--- src/eda_pkg.sv ---
// shared types and constants for the euclidean distance accumulator
// no dependencies; imported by eda_back and the top level
package eda_pkg;

    localparam int DIST_W = 24;
    localparam int SUM_W  = 48;

    typedef enum logic [1:0] {
        BACK_IDLE,
        BACK_CALC,
        BACK_HOLD
    } back_state_t;

endpackage

--- src/euclidean_distance_accumulator.sv ---
// euclidean distance accumulator: accepts one element pair per cycle (in_ready drops only
// while a finished vector sum waits for a full two-entry queue)
// after the last pair, a result passes front stages s1 and s2, the queue and the square
// root unit: one root bit per cycle, and no new sum is taken while a result waits
// reset (rst_n, async, active low) clears the running sum, overflow flag, queue and back fsm
// depends on eda_pkg, eda_front, eda_queue and eda_back
module euclidean_distance_accumulator
    import eda_pkg::*;
#(
    parameter int ELEM_WIDTH = 16,
    parameter int ACC_WIDTH  = 48
) (
    input  logic                  clk,
    input  logic                  rst_n,
    input  logic [ELEM_WIDTH-1:0] first_elem,
    input  logic [ELEM_WIDTH-1:0] second_elem,
    input  logic                  last_elem,
    input  logic                  in_valid,
    output logic                  in_ready,
    output logic [DIST_W-1:0]     distance,
    output logic [SUM_W-1:0]      squared_sum,
    output logic                  saturated,
    output logic                  out_valid,
    input  logic                  out_ready
);

    logic                 push_valid;
    logic                 push_ready;
    logic [ACC_WIDTH-1:0] push_sum;
    logic                 push_sat;
    logic                 pop_valid;
    logic                 pop_ready;
    logic [ACC_WIDTH-1:0] pop_sum;
    logic                 pop_sat;

    eda_front #(
        .ELEM_WIDTH (ELEM_WIDTH),
        .ACC_WIDTH  (ACC_WIDTH)
    ) u_front (
        .clk         (clk),
        .rst_n       (rst_n),
        .first_elem  (first_elem),
        .second_elem (second_elem),
        .last_elem   (last_elem),
        .in_valid    (in_valid),
        .in_ready    (in_ready),
        .push_valid  (push_valid),
        .push_ready  (push_ready),
        .push_sum    (push_sum),
        .push_sat    (push_sat)
    );

    eda_queue #(
        .ACC_WIDTH (ACC_WIDTH)
    ) u_queue (
        .clk        (clk),
        .rst_n      (rst_n),
        .push_valid (push_valid),
        .push_ready (push_ready),
        .push_sum   (push_sum),
        .push_sat   (push_sat),
        .pop_valid  (pop_valid),
        .pop_ready  (pop_ready),
        .pop_sum    (pop_sum),
        .pop_sat    (pop_sat)
    );

    eda_back #(
        .ACC_WIDTH (ACC_WIDTH)
    ) u_back (
        .clk         (clk),
        .rst_n       (rst_n),
        .pop_valid   (pop_valid),
        .pop_ready   (pop_ready),
        .pop_sum     (pop_sum),
        .pop_sat     (pop_sat),
        .out_valid   (out_valid),
        .out_ready   (out_ready),
        .distance    (distance),
        .squared_sum (squared_sum),
        .saturated   (saturated)
    );

endmodule

--- src/eda_front.sv ---
// front part: difference, square and saturating accumulation of element pairs
// pushes the finished sum and overflow flag of each vector into the queue
module eda_front #(
    parameter int ELEM_WIDTH = 16,
    parameter int ACC_WIDTH  = 48
) (
    input  logic                  clk,
    input  logic                  rst_n,
    input  logic [ELEM_WIDTH-1:0] first_elem,
    input  logic [ELEM_WIDTH-1:0] second_elem,
    input  logic                  last_elem,
    input  logic                  in_valid,
    output logic                  in_ready,
    output logic                  push_valid,
    input  logic                  push_ready,
    output logic [ACC_WIDTH-1:0]  push_sum,
    output logic                  push_sat
);

    localparam int DIFF_W = ELEM_WIDTH + 1;
    localparam int SQ_W   = 2 * ELEM_WIDTH;
    localparam int EXT_W  = ((SQ_W > ACC_WIDTH) ? SQ_W : ACC_WIDTH) + 1;
    localparam logic [EXT_W-1:0] ACC_MAX_EXT =
        {{(EXT_W-ACC_WIDTH){1'b0}}, {ACC_WIDTH{1'b1}}};

    logic                  advance;
    logic                  s1_valid_reg;
    logic                  s1_last_reg;
    logic [ELEM_WIDTH-1:0] s1_mag_reg;
    logic                  s2_valid_reg;
    logic                  s2_last_reg;
    logic [SQ_W-1:0]       s2_sq_reg;
    logic [ACC_WIDTH-1:0]  sum_reg;
    logic [ACC_WIDTH-1:0]  sum_next;
    logic                  ovf_reg;
    logic                  ovf_next;

    logic signed [DIFF_W-1:0] diff;
    logic        [DIFF_W-1:0] diff_abs;
    logic        [EXT_W-1:0]  total;
    logic                     sat;

    // the pipeline only stalls when a vector end cannot enter the queue
    assign advance  = !(s2_valid_reg && s2_last_reg && !push_ready);
    assign in_ready = advance;

    assign diff     = $signed({first_elem[ELEM_WIDTH-1], first_elem})
                    - $signed({second_elem[ELEM_WIDTH-1], second_elem});
    assign diff_abs = diff[DIFF_W-1] ? (~diff + DIFF_W'(1)) : diff;

    assign total = EXT_W'(sum_reg) + EXT_W'(s2_sq_reg);
    assign sat   = total > ACC_MAX_EXT;

    always_comb
    begin
        sum_next = sat ? ACC_MAX_EXT[ACC_WIDTH-1:0] : total[ACC_WIDTH-1:0];
        ovf_next = ovf_reg | sat;
    end

    assign push_valid = s2_valid_reg && s2_last_reg;
    assign push_sum   = sum_next;
    assign push_sat   = ovf_next;

    always_ff @(posedge clk or negedge rst_n)
    begin
        if (!rst_n)
        begin
            s1_valid_reg <= 1'b0;
            s2_valid_reg <= 1'b0;
            sum_reg      <= '0;
            ovf_reg      <= 1'b0;
        end
        else if (advance)
        begin
            s1_valid_reg <= in_valid;
            s2_valid_reg <= s1_valid_reg;
            if (s2_valid_reg)
            begin
                if (s2_last_reg)
                begin
                    sum_reg <= '0;
                    ovf_reg <= 1'b0;
                end
                else
                begin
                    sum_reg <= sum_next;
                    ovf_reg <= ovf_next;
                end
            end
        end
    end

    always_ff @(posedge clk)
    begin
        if (advance)
        begin
            s1_last_reg <= last_elem;
            s1_mag_reg  <= diff_abs[ELEM_WIDTH-1:0];
            s2_last_reg <= s1_last_reg;
            s2_sq_reg   <= s1_mag_reg * s1_mag_reg;
        end
    end

    // a stall is only ever caused by a waiting vector end
    a_stall_cause: assert property (@(posedge clk) disable iff (!rst_n)
        !in_ready |-> (s2_valid_reg && s2_last_reg && !push_ready))
        else $error("front stalled without a blocked vector end");

    // running sum is cleared after a vector end leaves
    a_sum_clear: assert property (@(posedge clk) disable iff (!rst_n)
        (push_valid && push_ready) |=> (sum_reg == '0 && !ovf_reg))
        else $error("running sum not cleared after vector end");

endmodule

--- src/eda_queue.sv ---
// two-entry queue of finished vector sums between front and back
// no package dependencies
module eda_queue #(
    parameter int ACC_WIDTH = 48
) (
    input  logic                 clk,
    input  logic                 rst_n,
    input  logic                 push_valid,
    output logic                 push_ready,
    input  logic [ACC_WIDTH-1:0] push_sum,
    input  logic                 push_sat,
    output logic                 pop_valid,
    input  logic                 pop_ready,
    output logic [ACC_WIDTH-1:0] pop_sum,
    output logic                 pop_sat
);

    localparam int DEPTH = 2;

    logic [ACC_WIDTH-1:0] sum_mem [DEPTH];
    logic                 sat_mem [DEPTH];
    logic                 wr_ptr_reg;
    logic                 rd_ptr_reg;
    logic [1:0]           count_reg;
    logic [1:0]           count_next;
    logic                 do_push;
    logic                 do_pop;

    assign push_ready = count_reg != 2'(DEPTH);
    assign pop_valid  = count_reg != 2'd0;
    assign do_push    = push_valid && push_ready;
    assign do_pop     = pop_valid && pop_ready;
    assign pop_sum    = sum_mem[rd_ptr_reg];
    assign pop_sat    = sat_mem[rd_ptr_reg];

    always_comb
    begin
        count_next = count_reg;
        if (do_push && !do_pop)
            count_next = count_reg + 2'd1;
        else if (do_pop && !do_push)
            count_next = count_reg - 2'd1;
    end

    always_ff @(posedge clk or negedge rst_n)
    begin
        if (!rst_n)
        begin
            wr_ptr_reg <= 1'b0;
            rd_ptr_reg <= 1'b0;
            count_reg  <= 2'd0;
        end
        else
        begin
            count_reg <= count_next;
            if (do_push)
                wr_ptr_reg <= ~wr_ptr_reg;
            if (do_pop)
                rd_ptr_reg <= ~rd_ptr_reg;
        end
    end

    always_ff @(posedge clk)
    begin
        if (do_push)
        begin
            sum_mem[wr_ptr_reg] <= push_sum;
            sat_mem[wr_ptr_reg] <= push_sat;
        end
    end

    a_count_bound: assert property (@(posedge clk) disable iff (!rst_n)
        count_reg <= 2'(DEPTH))
        else $error("queue count out of range");

    // pointers agree with the fill level
    a_ptr_match: assert property (@(posedge clk) disable iff (!rst_n)
        (wr_ptr_reg == rd_ptr_reg) == (count_reg == 2'd0 || count_reg == 2'(DEPTH)))
        else $error("queue pointers inconsistent with count");

endmodule

--- src/eda_back.sv ---
// back part: bit-pair iterative floor square root and output register
// depends on eda_pkg for the state type and output widths
module eda_back
    import eda_pkg::*;
#(
    parameter int ACC_WIDTH = 48
) (
    input  logic                 clk,
    input  logic                 rst_n,
    input  logic                 pop_valid,
    output logic                 pop_ready,
    input  logic [ACC_WIDTH-1:0] pop_sum,
    input  logic                 pop_sat,
    output logic                 out_valid,
    input  logic                 out_ready,
    output logic [DIST_W-1:0]    distance,
    output logic [SUM_W-1:0]     squared_sum,
    output logic                 saturated
);

    localparam int N     = (ACC_WIDTH + 1) / 2;
    localparam int XW    = 2 * N;
    localparam int REM_W = N + 2;
    localparam int CNT_W = $clog2(N);

    back_state_t state_reg;
    back_state_t state_next;

    logic [XW-1:0]        x_reg;
    logic [N-1:0]         root_reg;
    logic [REM_W-1:0]     rem_reg;
    logic [CNT_W-1:0]     cnt_reg;
    logic [ACC_WIDTH-1:0] sum_reg;
    logic                 sat_reg;

    logic [REM_W-1:0] rem_shift;
    logic [REM_W-1:0] trial;
    logic             ge;
    logic             load;
    logic             step;

    assign rem_shift = {rem_reg[REM_W-3:0], x_reg[XW-1:XW-2]};
    assign trial     = {root_reg, 2'b01};
    assign ge        = rem_shift >= trial;

    always_comb
    begin
        state_next = state_reg;
        case (state_reg)
            BACK_IDLE:
                if (pop_valid)
                    state_next = BACK_CALC;
            BACK_CALC:
                if (cnt_reg == '0)
                    state_next = BACK_HOLD;
            BACK_HOLD:
                if (out_ready)
                    state_next = BACK_IDLE;
            default:
                state_next = BACK_IDLE;
        endcase
    end

    always_comb
    begin
        pop_ready = 1'b0;
        out_valid = 1'b0;
        step      = 1'b0;
        case (state_reg)
            BACK_IDLE: pop_ready = 1'b1;
            BACK_CALC: step      = 1'b1;
            BACK_HOLD: out_valid = 1'b1;
            default:   pop_ready = 1'b0;
        endcase
    end

    assign load = pop_ready && pop_valid;

    always_ff @(posedge clk or negedge rst_n)
    begin
        if (!rst_n)
        begin
            state_reg <= BACK_IDLE;
            cnt_reg   <= '0;
        end
        else
        begin
            state_reg <= state_next;
            if (load)
                cnt_reg <= CNT_W'(N - 1);
            else if (step)
                cnt_reg <= cnt_reg - CNT_W'(1);
        end
    end

    // two radicand bits enter the remainder each cycle of BACK_CALC, one root bit leaves
    always_ff @(posedge clk)
    begin
        if (load)
        begin
            x_reg    <= XW'(pop_sum);
            root_reg <= '0;
            rem_reg  <= '0;
            sum_reg  <= pop_sum;
            sat_reg  <= pop_sat;
        end
        else if (step)
        begin
            x_reg    <= {x_reg[XW-3:0], 2'b00};
            root_reg <= {root_reg[N-2:0], ge};
            rem_reg  <= ge ? (rem_shift - trial) : rem_shift;
        end
    end

    assign distance    = DIST_W'(root_reg);
    assign squared_sum = SUM_W'(sum_reg);
    assign saturated   = sat_reg;

    a_calc_ends: assert property (@(posedge clk) disable iff (!rst_n)
        (state_reg == BACK_CALC && cnt_reg == '0) |=> state_reg == BACK_HOLD)
        else $error("square root did not finish on the last step");

    a_no_load_busy: assert property (@(posedge clk) disable iff (!rst_n)
        out_valid |-> !pop_ready)
        else $error("back took a new sum while a result waits");

endmodule
--- config.mk ---
export PLATFORM = sky130hd
export DESIGN_NAME = euclidean_distance_accumulator
export DESIGN_NICKNAME = d
export VERILOG_FILES = /design/src/eda_pkg.sv /design/src/euclidean_distance_accumulator.sv /design/src/eda_front.sv /design/src/eda_queue.sv /design/src/eda_back.sv
export SDC_FILE = /design/constraint.sdc
export NUM_CORES = 1
export LEC_CHECK = 0
export BUFFER_PORTS_ARGS = -buffer_cell sky130_fd_sc_hd__buf_2
export CAP_MARGIN = 20
export CORE_MARGIN = 5
export CORE_UTILIZATION = 68
export DETAILED_ROUTE_END_ITERATION = 8
export GPL_TIMING_DRIVEN = 0
export PLACE_DENSITY = 0.95
export SYNTH_ARGS = -nofsm -noshare
export SYNTH_HDL_FRONTEND = slang
export SYNTH_SLANG_ARGS = --single-unit
--- constraint.sdc ---
create_clock -name clk -period 15.2 [get_ports clk]
set_clock_uncertainty 0.15 [all_clocks]
set_input_delay 2.28 -clock clk [delete_from_list [all_inputs] [get_ports clk]]
set_output_delay 2.28 -clock clk [all_outputs]
set_load 0.01 [all_outputs]
==> impl_metrics.env <==
export IMPL_synthArstFlopShare_pct=17.5
export IMPL_synth_flop_cell="edfxtp_1"
export IMPL_synth_edf_count=244
export IMPL_antenna_found_initial=0
export IMPL_clk_latency_ns=0.56
export IMPL_nNetsFinal=2859
export IMPL_cp_max_fo=10
export IMPL_largest_reg_flops=96
export IMPL_io_pins=112
export IMPL_syn_inst=2321
export IMPL_ys_warn_count=0
export IMPL_dr_pass1_iters=9
export IMPL_drc_errors=0
export IMPL_drive_above_1_share_pct=12.6
export IMPL_fmax_mhz=136
export IMPL_synth_seq_cells=354
export IMPL_drv_slew=0
export IMPL_postCtsSetupRepairBufs=0
export IMPL_met1Wirelength_um=22800
export IMPL_fin_setup_tns_ns=0
export IMPL_top_layer="met4"
export IMPL_critPathLaunch="u_front.s1_mag_reg[1]"
export IMPL_rr_startpoint="u_front.s1_mag_reg[1]"
export IMPL_finalCriticalPeriod_ns=7.35
export IMPL_core_um2=36400
export IMPL_status="finished, final reports clean"
export IMPL_clk_root_buffer_cell="clkbuf_16"
export IMPL_clk_pin_slew_ns=0.06
export IMPL_grt_start_max_net_pins=46
export IMPL_synth_fp_nets=2704
export IMPL_drt_wirelength_per_cell_um=21.5
export IMPL_critPathKind="reg -> reg"
export IMPL_initial_core_util_pct=68.5
export IMPL_finalSetupViolCount=0
export IMPL_die_h_um=202
export IMPL_worst_setup_path_end_kind="flop"
export IMPL_worstPathRequired_ns=15.34
export IMPL_gp_congestion=0.983
export IMPL_min_path_type="reg -> reg"
export IMPL_rsz0062_at_grt="no"
export IMPL_synth_cell_types=82
export IMPL_avgSynthCellArea_um2=10.7
export IMPL_wl_met3_um=5930
export IMPL_die_area_um2=40600
export IMPL_cp_arrival_ns=7.49
export IMPL_h_tree_depth=2
export IMPL_finalCritPeriodShare_pct=48.3
export IMPL_finalWirelength_um=64000
export IMPL_antenna_left=0
export IMPL_place_area_um2=26200
export IMPL_fin_area_um2=27400
export IMPL_cts_resized=0
export IMPL_hpwl_um=45200
export IMPL_drt_iter0_markers=2074
export IMPL_layout_common_cells="inv_1 (331), edfxtp_1 (244), nand2_1 (200), ha_1 (181), fa_1 (165)"
export IMPL_cts_tree="built"
export IMPL_vias=19100
export IMPL_syn_to_final_growth_pct=9.69
export IMPL_num_rows=70
export IMPL_cp_start_kind="flop"
export IMPL_reg2reg_depth=21
export IMPL_hold_depth=0
export IMPL_wl_met2_um=31700
export IMPL_port_buffers=111
export IMPL_grt_overflow_total=0
export IMPL_synthesis_area_um2=24900
export IMPL_yosysSeqAreaShare_pct=39.4
export IMPL_hold_start="u_front.s1_last_reg"
export IMPL_regMostFlops="u_queue.sum_mem"
export IMPL_maxSlewHeadroom_pct=39.3
export IMPL_grt_pass1_vias=19800
export IMPL_finalHoldViolCount=0
export IMPL_diodes=0
export IMPL_fp_dieW_um=202
export IMPL_clock_sinks=354
export IMPL_cts_hold_buffers=0
export IMPL_grtUsageTotal_pct=31.2
export IMPL_fill_cells=2111
export IMPL_vias_per_cell=6.43
export IMPL_cts_inserted_buffers=36
export IMPL_clock_path_buffers=3
export IMPL_worst_slew_pin_slew_ns=0.902
export IMPL_maxCapViolCount=0
export IMPL_layout_commonest_cell="inv_1"
export IMPL_grt_pass1_wl_um=103000
## layer usage
metal	global-route usage [%]	up-vias
li1	-	8338
met1	37.7	9154
met2	54.4	1291
met3	6.08	313
met4	13.9	0
met5	0	-
## cells by family (layout without fill, tap and decap cells)
family	after synthesis	after routing	synth area share, %
AOI/OAI and AO/OA	447	447	12.3
xor gates and xnor gates	124	124	4.35
adders and majority gates	346	346	22.3
buffers and inverters	418	600	6.41
DFF	354	354	39.4
muxes	114	114	5.08
and+or+nand+nor	518	518	10.1
## cell usage after synthesis (8+ instances only)
library cell | instances | share of area, %
mux2_2 | 101 | 4.6
dfrtp_1 | 62 | 6.2
inv_1 | 331 | 5.0
nor2_1 | 83 | 1.2
fa_1 | 165 | 13
nand2b_1 | 23 | 0.58
a21o_1 | 54 | 1.6
and3_1 | 15 | 0.38
o22ai_1 | 26 | 0.65
nor2b_1 | 17 | 0.43
buf_1 | 10 | 0.15
o21a_1 | 13 | 0.39
or2_2 | 9 | 0.23
o211ai_1 | 8 | 0.24
mux2i_1 | 13 | 0.52
o31ai_1 | 9 | 0.27
dfxtp_1 | 48 | 3.9
xor2_1 | 44 | 1.5
a21oi_1 | 94 | 1.9
ha_1 | 181 | 9.1
xnor2_1 | 80 | 2.8
edfxtp_1 | 244 | 29
nand4_1 | 16 | 0.40
o21ai_0 | 76 | 1.5
nand3_1 | 33 | 0.66
nor3_1 | 26 | 0.52
nand2_1 | 200 | 3.0
and2_1 | 65 | 1.6
o21bai_1 | 19 | 0.57
a22o_1 | 40 | 1.4
clkbuf_1 | 67 | 1.0
a31oi_1 | 15 | 0.38
## worst max-delay path, stage by stage, from the launching register on
cell	delay [ns]
edfxtp_1	0.35
clkbuf_1	0.51
clkbuf_1	0.48
nand2_1	0.23
fa_1	0.54
fa_1	0.38
inv_1	0.09
fa_1	0.43
ha_1	0.33
fa_1	0.54
inv_1	0.06
fa_1	0.53
inv_1	0.04
ha_1	0.36
a211o_1	0.32
a211oi_1	0.39
o21ba_2	0.27
o21ai_0	0.24
a221oi_1	0.46
o21bai_1	0.12
a21oi_1	0.18
xnor2_1	0.08
## metrics by stage
stage	hold slack [ns]	util [%]	worst slack (ns)	std cells
CTS	0.291	75.1	7.98	2971
finish	0.291	75.1	7.85	2971
global placement	0.251	71.6	8.19	2900
floorplan	0.250	-	8.93	2321
detailed placement	0.276	72.0	8.00	2906
global route	0.300	75.1	7.53	2971
## worst paths after layout
check                                        endpoint  slack (ns)
worst max-delay path            u_front.s2_sq_reg[31]        7.85
worst min-delay path              u_front.s2_last_reg        0.29
worst max register to register  u_front.s2_sq_reg[31]        7.85
worst min register to register    u_front.s2_last_reg        0.29
max in group asynchronous          u_front.sum_reg[6]       12.71
min in group asynchronous         u_front.sum_reg[33]        1.56
## final cells by class
type                            instances  area (um^2)  share of cell area (%)
Inverter                              331         1240                    4.54
Multi-Input combinational cell       1549        13500                    49.4
Clock inverter                         20          199                   0.727
Timing Repair Buffer                  117          683                    2.50
Clock buffer                           45          935                    3.42
Buffer                                 87          359                    1.31
Tap cell                              468          586                    2.14
Sequential cell                       354         9840                    36.0
Power is left out: the tool's default activity adds up to more than one toggle a clock period on the data nets, which glitch-free logic cannot reach.
